==> src/hdl/usfp_pkg.sv <==
// shared types, constants and the frame layout table for the ups status frame parser
// no dependencies
package usfp_pkg;

  localparam int unsigned BYTE_W      = 8;
  localparam int unsigned POS_W       = 7;
  localparam int unsigned ACC_W       = 20;
  localparam int unsigned FRAC_W      = 2;
  localparam int unsigned VALUE_W     = 64;
  localparam int unsigned ID_W        = 5;
  localparam int unsigned STATUS_W    = 2;
  localparam int unsigned DIGIT_W     = 4;
  localparam int unsigned FIELD_COUNT = 22;

  localparam logic [BYTE_W-1:0] HEADER_BYTE = 8'h28;
  localparam logic [BYTE_W-1:0] CR_BYTE     = 8'h0D;
  localparam logic [BYTE_W-1:0] POINT_BYTE  = 8'h2E;
  localparam logic [BYTE_W-1:0] SPACE_BYTE  = 8'h20;
  localparam logic [BYTE_W-1:0] FLAG_ONE    = 8'h31;
  localparam logic [BYTE_W-1:0] ZERO_CHAR   = 8'h30;
  localparam logic [POS_W-1:0]  END_POS     = 7'd109;
  localparam logic [ID_W-1:0]   END_ID      = 5'd22;
  localparam logic [FRAC_W-1:0] FRAC_MAX    = 2'd3;

  typedef enum logic [2:0] {
    KIND_TENTHS,
    KIND_INT,
    KIND_RAW,
    KIND_CODE,
    KIND_FLAG
  } kind_e;

  typedef enum logic [STATUS_W-1:0] {
    ST_OK,
    ST_NO_HEADER,
    ST_NO_CR
  } status_e;

  typedef struct packed {
    logic [POS_W-1:0] first;
    logic [POS_W-1:0] last;
    kind_e            kind;
  } field_desc_t;

  typedef struct packed {
    logic            hit;
    logic [ID_W-1:0] idx;
    logic            first;
    logic            last;
    kind_e           kind;
  } lookup_t;

  typedef struct packed {
    logic [ID_W-1:0]    id;
    logic [VALUE_W-1:0] value;
    status_e            status;
    logic               last;
  } result_t;

  localparam field_desc_t FIELD_TBL [FIELD_COUNT] = '{
    '{7'd1,   7'd5,   KIND_TENTHS}, '{7'd7,   7'd11,  KIND_TENTHS},
    '{7'd13,  7'd17,  KIND_TENTHS}, '{7'd19,  7'd22,  KIND_TENTHS},
    '{7'd24,  7'd28,  KIND_TENTHS}, '{7'd30,  7'd34,  KIND_TENTHS},
    '{7'd36,  7'd40,  KIND_TENTHS}, '{7'd42,  7'd45,  KIND_TENTHS},
    '{7'd47,  7'd49,  KIND_INT},    '{7'd51,  7'd53,  KIND_INT},
    '{7'd55,  7'd57,  KIND_INT},
    '{7'd59,  7'd63,  KIND_TENTHS}, '{7'd65,  7'd69,  KIND_TENTHS},
    '{7'd71,  7'd74,  KIND_TENTHS},
    '{7'd76,  7'd80,  KIND_INT},    '{7'd82,  7'd84,  KIND_INT},
    '{7'd86,  7'd86,  KIND_RAW},    '{7'd87,  7'd87,  KIND_RAW},
    '{7'd89,  7'd96,  KIND_CODE},   '{7'd98,  7'd105, KIND_CODE},
    '{7'd107, 7'd107, KIND_FLAG},   '{7'd108, 7'd108, KIND_FLAG}
  };

  // which field a byte position belongs to, if any
  function automatic lookup_t field_lookup(input logic [POS_W-1:0] pos);
    lookup_t r;
    r = '{hit: 1'b0, idx: '0, first: 1'b0, last: 1'b0, kind: KIND_RAW};
    for (int i = 0; i < FIELD_COUNT; i++) begin
      if (pos >= FIELD_TBL[i].first && pos <= FIELD_TBL[i].last) begin
        r.hit   = 1'b1;
        r.idx   = ID_W'(i);
        r.first = (pos == FIELD_TBL[i].first);
        r.last  = (pos == FIELD_TBL[i].last);
        r.kind  = FIELD_TBL[i].kind;
      end
    end
    return r;
  endfunction

endpackage

==> src/hdl/usfp_parse.sv <==
// frame walker: byte position, number and code assembly, one result per field
// depends on usfp_pkg
module usfp_parse (
  input  logic                          clk_i,
  input  logic                          rst_ni,
  input  logic                          step_i,
  input  logic [usfp_pkg::BYTE_W-1:0]   byte_i,
  input  logic                          start_i,
  output logic                          res_vld_o,
  output usfp_pkg::result_t             res_o
);
  import usfp_pkg::*;

  logic [POS_W-1:0]   pos_q, pos_d;
  logic               abort_q, abort_d;
  logic [ACC_W-1:0]   acc_q, acc_d;
  logic               pnt_q, pnt_d;
  logic [FRAC_W-1:0]  frac_q, frac_d;
  logic               stop_q, stop_d;
  logic               dig_q, dig_d;
  logic [VALUE_W-1:0] code_q, code_d;

  logic               active;
  logic [POS_W-1:0]   pos_eff;
  lookup_t            look;
  logic [ACC_W-1:0]   acc_b, acc_n, acc_mac;
  logic               pnt_b, pnt_n, stop_b, stop_n, dig_b, dig_n;
  logic [FRAC_W-1:0]  frac_b, frac_n;
  logic [VALUE_W-1:0] code_b, code_n;
  logic               numeric, is_digit, is_blank;
  logic [ACC_W+3:0]   acc_x10;
  logic [VALUE_W-1:0] fld_val;

  always_comb begin
    active  = start_i || !abort_q;
    pos_eff = start_i ? '0 : pos_q;
    look    = field_lookup(pos_eff);

    // per-field state starts clean on the first byte of a field
    acc_b  = look.first ? '0 : acc_q;
    pnt_b  = look.first ? 1'b0 : pnt_q;
    frac_b = look.first ? '0 : frac_q;
    stop_b = look.first ? 1'b0 : stop_q;
    dig_b  = look.first ? 1'b0 : dig_q;
    code_b = look.first ? '0 : code_q;

    numeric  = (look.kind == KIND_TENTHS) || (look.kind == KIND_INT);
    is_digit = byte_i inside {[8'h30:8'h39]};
    is_blank = (byte_i == SPACE_BYTE) || (byte_i inside {[8'h09:8'h0D]});
    acc_mac  = {acc_b[ACC_W-4:0], 3'b000} + {acc_b[ACC_W-2:0], 1'b0}
             + ACC_W'(DIGIT_W'(byte_i - ZERO_CHAR));

    acc_n  = acc_b;
    pnt_n  = pnt_b;
    frac_n = frac_b;
    stop_n = stop_b;
    dig_n  = dig_b;
    if (numeric && !stop_b && !(!dig_b && is_blank)) begin
      if (is_digit) begin
        dig_n = 1'b1;
        if (pnt_b) begin
          if (frac_b == '0) begin
            acc_n  = acc_mac;
            frac_n = FRAC_W'(1);
          end else if (frac_b != FRAC_MAX) begin
            frac_n = frac_b + FRAC_W'(1);
          end
        end else begin
          acc_n = acc_mac;
        end
      end else if (byte_i == POINT_BYTE && look.kind == KIND_TENTHS && !pnt_b) begin
        pnt_n = 1'b1;
        dig_n = 1'b1;
      end else begin
        stop_n = 1'b1;
      end
    end

    code_n  = (look.kind == KIND_CODE) ? {code_b[VALUE_W-BYTE_W-1:0], byte_i} : code_b;
    acc_x10 = {1'b0, acc_n, 3'b000} + {3'b000, acc_n, 1'b0};

    case (look.kind)
      KIND_TENTHS: fld_val = (frac_n == '0) ? VALUE_W'(acc_x10) : VALUE_W'(acc_n);
      KIND_INT:    fld_val = VALUE_W'(acc_n);
      KIND_RAW:    fld_val = VALUE_W'(byte_i);
      KIND_CODE:   fld_val = code_n;
      KIND_FLAG:   fld_val = VALUE_W'(byte_i == FLAG_ONE);
      default:     fld_val = '0;
    endcase
  end

  always_comb begin
    pos_d     = pos_q;
    abort_d   = abort_q;
    acc_d     = acc_q;
    pnt_d     = pnt_q;
    frac_d    = frac_q;
    stop_d    = stop_q;
    dig_d     = dig_q;
    code_d    = code_q;
    res_vld_o = 1'b0;
    res_o     = '{id: END_ID, value: '0, status: ST_OK, last: 1'b1};

    if (step_i && active) begin
      abort_d = 1'b0;
      if (pos_eff == '0) begin
        if (byte_i != HEADER_BYTE) begin
          abort_d      = 1'b1;
          pos_d        = '0;
          res_vld_o    = 1'b1;
          res_o.status = ST_NO_HEADER;
        end else begin
          pos_d = POS_W'(1);
        end
      end else if (pos_eff >= END_POS) begin
        abort_d      = 1'b1;
        pos_d        = '0;
        res_vld_o    = 1'b1;
        res_o.status = (byte_i == CR_BYTE) ? ST_OK : ST_NO_CR;
      end else begin
        pos_d = pos_eff + POS_W'(1);
        if (look.hit) begin
          acc_d  = acc_n;
          pnt_d  = pnt_n;
          frac_d = frac_n;
          stop_d = stop_n;
          dig_d  = dig_n;
          code_d = code_n;
          if (look.last) begin
            res_vld_o = 1'b1;
            res_o     = '{id: look.idx, value: fld_val, status: ST_OK, last: 1'b0};
          end
        end
      end
    end
  end

  always_ff @(posedge clk_i or negedge rst_ni) begin
    if (!rst_ni) begin
      pos_q   <= '0;
      abort_q <= 1'b1;
      acc_q   <= '0;
      pnt_q   <= 1'b0;
      frac_q  <= '0;
      stop_q  <= 1'b0;
      dig_q   <= 1'b0;
      code_q  <= '0;
    end else begin
      pos_q   <= pos_d;
      abort_q <= abort_d;
      acc_q   <= acc_d;
      pnt_q   <= pnt_d;
      frac_q  <= frac_d;
      stop_q  <= stop_d;
      dig_q   <= dig_d;
      code_q  <= code_d;
    end
  end

endmodule

==> src/hdl/ups_status_frame_parser.sv <==
// top level of the ups status frame parser: input register, frame walker, result register
// depends on usfp_pkg and usfp_parse
//
// Takes the 110-byte ASCII status reply of a UPS one byte per request and gives one
// result request per completed field (ids 0-15 numeric, 16/17 mode and test bytes,
// 18/19 packed 8-byte codes, 20/21 Y and O flags) and a final end result (id 22,
// last set) whose status tells ok, missing '(' header or missing carriage return.
// A byte with frame_start set begins a new frame at any time; a frame cut short that
// way is dropped silently, and before the first frame start all bytes are ignored.
// Voltage, frequency and temperature come out in tenths; load, runtime and capacity
// as raw integers. One byte is taken every clock cycle while in_stall_o is low; a byte
// is held in the input register and its result in the result register. The rate is set
// by the walker step, which only needs a position table lookup and one multiply-by-ten
// accumulate.
module ups_status_frame_parser (
  input  logic                            clk_i,
  input  logic                            rst_ni,
  input  logic                            in_valid_i,
  output logic                            in_stall_o,
  input  logic [usfp_pkg::BYTE_W-1:0]     rx_byte_i,
  input  logic                            frame_start_i,
  output logic                            out_valid_o,
  input  logic                            out_stall_i,
  output logic [usfp_pkg::ID_W-1:0]       field_id_o,
  output logic [usfp_pkg::VALUE_W-1:0]    field_value_o,
  output logic [usfp_pkg::STATUS_W-1:0]   status_o,
  output logic                            last_o
);
  import usfp_pkg::*;

  // input register
  logic              in_vld_q, in_vld_d;
  logic [BYTE_W-1:0] in_byte_q;
  logic              in_start_q;

  // result register
  logic              out_vld_q, out_vld_d;
  result_t           out_res_q;

  logic              adv;
  logic              res_vld;
  result_t           res;

  // the walker steps when its result slot is free or being drained
  assign adv        = !out_vld_q || !out_stall_i;
  assign in_stall_o = in_vld_q && !adv;

  always_comb begin
    in_vld_d = in_vld_q;
    if (in_valid_i && !in_stall_o) begin
      in_vld_d = 1'b1;
    end else if (adv) begin
      in_vld_d = 1'b0;
    end
  end

  usfp_parse u_parse (
    .clk_i    (clk_i),
    .rst_ni   (rst_ni),
    .step_i   (in_vld_q && adv),
    .byte_i   (in_byte_q),
    .start_i  (in_start_q),
    .res_vld_o(res_vld),
    .res_o    (res)
  );

  always_comb begin
    out_vld_d = out_vld_q && out_stall_i;
    if (in_vld_q && adv && res_vld) begin
      out_vld_d = 1'b1;
    end
  end

  always_ff @(posedge clk_i or negedge rst_ni) begin
    if (!rst_ni) begin
      in_vld_q  <= 1'b0;
      out_vld_q <= 1'b0;
    end else begin
      in_vld_q  <= in_vld_d;
      out_vld_q <= out_vld_d;
    end
  end

  // payload registers, no reset
  always_ff @(posedge clk_i) begin
    if (in_valid_i && !in_stall_o) begin
      in_byte_q  <= rx_byte_i;
      in_start_q <= frame_start_i;
    end
    if (in_vld_q && adv && res_vld) begin
      out_res_q <= res;
    end
  end

  assign out_valid_o   = out_vld_q;
  assign field_id_o    = out_res_q.id;
  assign field_value_o = out_res_q.value;
  assign status_o      = out_res_q.status;
  assign last_o        = out_res_q.last;

endmodule

==> config.mk <==
export PLATFORM = sky130hd
export DESIGN_NAME = ups_status_frame_parser
export DESIGN_NICKNAME = d
export VERILOG_FILES = /design/src/hdl/usfp_pkg.sv /design/src/hdl/usfp_parse.sv /design/src/hdl/ups_status_frame_parser.sv
export SDC_FILE = /design/constraint.sdc
export NUM_CORES = 1
export LEC_CHECK = 0
export ABC_AREA = 1
export BUFFER_PORTS_ARGS = -buffer_cell sky130_fd_sc_hd__clkbuf_2
export CORE_MARGIN = 3
export CORE_UTILIZATION = 30
export CTS_BUF_LIST = sky130_fd_sc_hd__clkbuf_2
export DETAILED_ROUTE_END_ITERATION = 16
export GPL_TIMING_DRIVEN = 0
export REMOVE_ABC_BUFFERS = 1
export SYNTH_ARGS = -nofsm -noshare
export SYNTH_HDL_FRONTEND = slang
export SYNTH_SLANG_ARGS = --single-unit
==> constraint.sdc <==
create_clock -name clk_i -period 13.12 [get_ports clk_i]
set_input_delay 1.968 -clock clk_i [delete_from_list [all_inputs] [get_ports clk_i]]
set_output_delay 1.968 -clock clk_i [all_outputs]
set_load 0.005 [all_outputs]
==> results.json <==
{
  "ys_seq_area_share_pct": 40.8,
  "post-place-ws_ns": 4.33,
  "yosys_warnings": 0,
  "postCtsSetupBuffers": 0,
  "fin_area_um2": 12800,
  "htreeDepth": 4,
  "hold_viol_final": 0,
  "cts.sinks": 172,
  "detailed_place_hpwl_um": 24100,
  "async_flop_share_pct": 52.9,
  "maxCapViolCount": 0,
  "setup_tns_ns": 0,
  "grt_overflow": 0,
  "p_leak_nw": 6.14,
  "critPathBufInv": 7,
  "syn_to_final_growth_pct": 10.7,
  "ys_types": 57,
  "fmax_ghz": 0.112,
  "num_rows": 71,
  "ios": 87,
  "path_class": "register to register",
  "grt_pass1_vias": 10005,
  "wl_per_cell_um": 16.0,
  "root_buffer": "clkbuf_2",
  "grt_pass1_wl_um": 54100,
  "antenna_found_initial": 1,
  "maxSlewHeadroom_pct": 16.8,
  "worst_pin_slew_ns": 1.25,
  "gp_congestion": 0.911,
  "drt_pre_antenna_iters": 7,
  "num_vias": 10564,
  "setup_violations": 0,
  "grt_usage_pct": 16.4,
  "drc": 0,
  "setup_slack_ns": 4.19,
  "fin_worst_skew_ns": 0.0775,
  "drive_gt1_share_pct": 11.8,
  "required_ns": 13.82,
  "synth_edf_count": 81,
  "min_period_ns": 8.93,
  "dieArea_um2": 40900,
  "grt_max_degree": 108,
  "hold_path.class": "register to register",
  "arrival_ns": 9.63,
  "end_kind": "register",
  "cts_made_buffers": 17,
  "layout.nets": 1651,
  "utilization_pct": 33.9,
  "slowest_stage": "clkinv_4",
  "final-max-slew-violation-count": 0,
  "io_buffer_count": 86,
  "rsz0062_at_grt": "false",
  "max_stage_delay_ns": 0.67,
  "synth_area_um2": 11500,
  "holdBufCountCts": 0,
  "ctsResizeCount": 0,
  "cts_buffer_depth": 2,
  "vdd_drop_max_v": 0.0000886,
  "die_h_um": 202,
  "syn_avg_cell_area_um2": 7.54,
  "fp.dieW_um": 202,
  "path_common_cell": "a21oi_1",
  "syn_inst": 1530,
  "ant_nets": 0,
  "core-area_um2": 37800,
  "period_share_pct": 68.1,
  "synth_seq_cells": 172,
  "avgViaCountPerCell": 5.01,
  "placed_cell_area_um2": 12500,
  "cts_tree": "built",
  "wirelength_um": 33800,
  "crit_fanout": 107,
  "crit_family": "simple AND/OR/NAND/NOR gates",
  "clkSlewWorstSetupHoldPaths_ns": 0.31,
  "synth_ff_type": "dfrtp_1",
  "start_util_pct": 30.6,
  "drt-initial-drc-count": 921,
  "power.density_nw_per_um2": 176,
  "outcome": "completed",
  "crit_path_start_kind": "register",
  "clk_latency_ns": 0.87
}
[per-stage QoR]
step,hold slack [ns],power (W),cells
2_1_floorplan,0.449,0.00160,1472
3_3_place_gp,0.464,0.00193,2069
3_5_place_dp,0.471,0.00195,2074
5_1_grt,0.551,0.00245,2108
4_1_cts,0.506,0.00228,2106
6_report,0.503,0.00225,2108
[layout by cell type, fill, tap and decap left out, types with 4 or more instances in the layout]
cell type  netlist  final
a21oi_1         79     79
a22o_1          17     17
a31oi_1         33     33
and2_1           4      4
clkbuf_2         0    102
clkinv_8         0      4
dfrtp_1         90     90
edfxtp_1        81     81
ha_1            53     53
inv_1          164    164
inv_2           13     13
inv_8            0      5
nand2_1        343    342
nand2_2         10     10
nand2_4          4      5
nand3_1        154    153
nand4_1         18     18
nor2_1         206    205
nor2_2           8      8
nor2_4           5      6
nor3_1          12     12
o21ai_0         69     69
o21ai_1         11     11
o21ai_2          5      5
o22ai_1         10     10
o31ai_1          6      6
xnor2_1         13     13
xor2_1          18     18
[final timing paths]
path / from / endpoint / slack [ns] / depth (start not counted)
worst max-delay path: in_start_q / field_value_o[22] / 4.19 / 44
max in group asynchronous: rst_ni / u_parse.abort_q / 11.15 / 2
worst min-delay path: u_parse.abort_q / u_parse.abort_q / 0.50 / 2
worst max register to register: in_start_q / field_value_o[22] / 4.19 / 44
worst min register to register: u_parse.abort_q / u_parse.abort_q / 0.50 / 2
min in group asynchronous: rst_ni / u_parse.acc_q[13] / 1.10 / 1
[tightest hold or removal path, delay by kind of cell (launching register included)]
| kind | cells | cell delay, ns |
|---|---|---|
| flip-flops | 1 | 0.43 |
| AO/OA/AOI/OAI | 1 | 0.06 |
| AND/OR/NAND/NOR | 1 | 0.05 |
[where the power goes]
group          switching, W  total (W)  leakage, nW  internal, W
registers         0.0000978   0.000878         1.93     0.000781
logic              0.000697    0.00105         4.04     0.000357
clock network      0.000237   0.000322        0.164    0.0000855
total               0.00103    0.00225         6.14      0.00122
[cell usage after synthesis, types with 3 or more instances]
cell / count / share of area [%]
nand2_1: 343 / 11
nor2_1: 206 / 6.7
inv_1: 164 / 5.3
nand3_1: 154 / 6.7
dfrtp_1: 90 / 20
edfxtp_1: 81 / 21
a21oi_1: 79 / 3.4
o21ai_0: 69 / 3.0
ha_1: 53 / 5.7
a31oi_1: 33 / 1.8
clkbuf_1: 27 / 0.88
nand4_1: 18 / 0.98
xor2_1: 18 / 1.4
a22o_1: 17 / 1.3
buf_2: 16 / 0.69
inv_2: 13 / 0.42
xnor2_1: 13 / 0.99
nor3_1: 12 / 0.52
o21ai_1: 11 / 0.48
nand2_2: 10 / 0.54
o22ai_1: 10 / 0.54
buf_1: 8 / 0.26
nor2_2: 8 / 0.43
o31ai_1: 6 / 0.39
buf_4: 5 / 0.33
nor2_4: 5 / 0.49
o21ai_2: 5 / 0.38
and2_1: 4 / 0.22
nand2_4: 4 / 0.39
a21o_1: 3 / 0.20
nand3b_1: 3 / 0.20
nand4_2: 3 / 0.33
o211ai_1: 3 / 0.20
o21bai_1: 3 / 0.20
[layer usage]
metal	vias up	wire [µm]	global-route usage, %
li1	5228	-	-
met5	-	0	0
met4	0	454	3.59
met3	41	1980	3.43
met2	315	15300	26.0
met1	4980	16100	23.1
[logic make-up (layout without fill, tap and decap cells)]
family / after synthesis / in the layout / share of synthesized area (%)
and+or+nand+nor: 779 / 779 / 29.4
other: 0 / 1 / 0
DFF: 172 / 172 / 40.8
adders and majority gates: 55 / 55 / 6.09
buffers and inverters: 237 / 303 / 8.17
AOI/OAI and AO/OA: 256 / 256 / 13.2
xor gates and xnor gates: 31 / 31 / 2.35
[layout make-up]
type                            count  area, µm²
Clock buffer                       17       85.1
Inverter                          179        677
Sequential cell                   172       4710
Antenna cell                        1       2.50
Timing Repair Buffer               92        563
Tap cell                          511        639
Fill cell                        4041      25000
Multi-Input combinational cell   1121       5910
Clock inverter                     15        195
[flip-flops by register name (all words and copies together), names as in the netlist]
signal and count:
field_value_o 64, u_parse.code_q 56, u_parse.acc_q 20, in_byte_q 8, u_parse.pos_q 7, field_id_o 5
status_o 2, u_parse.frac_q 2, in_start_q 1, in_vld_q 1, last_o 1, out_valid_o 1
u_parse.abort_q 1, u_parse.dig_q 1, u_parse.pnt_q 1, u_parse.stop_q 1
Note: power is estimated with default switching activity, not from simulation.
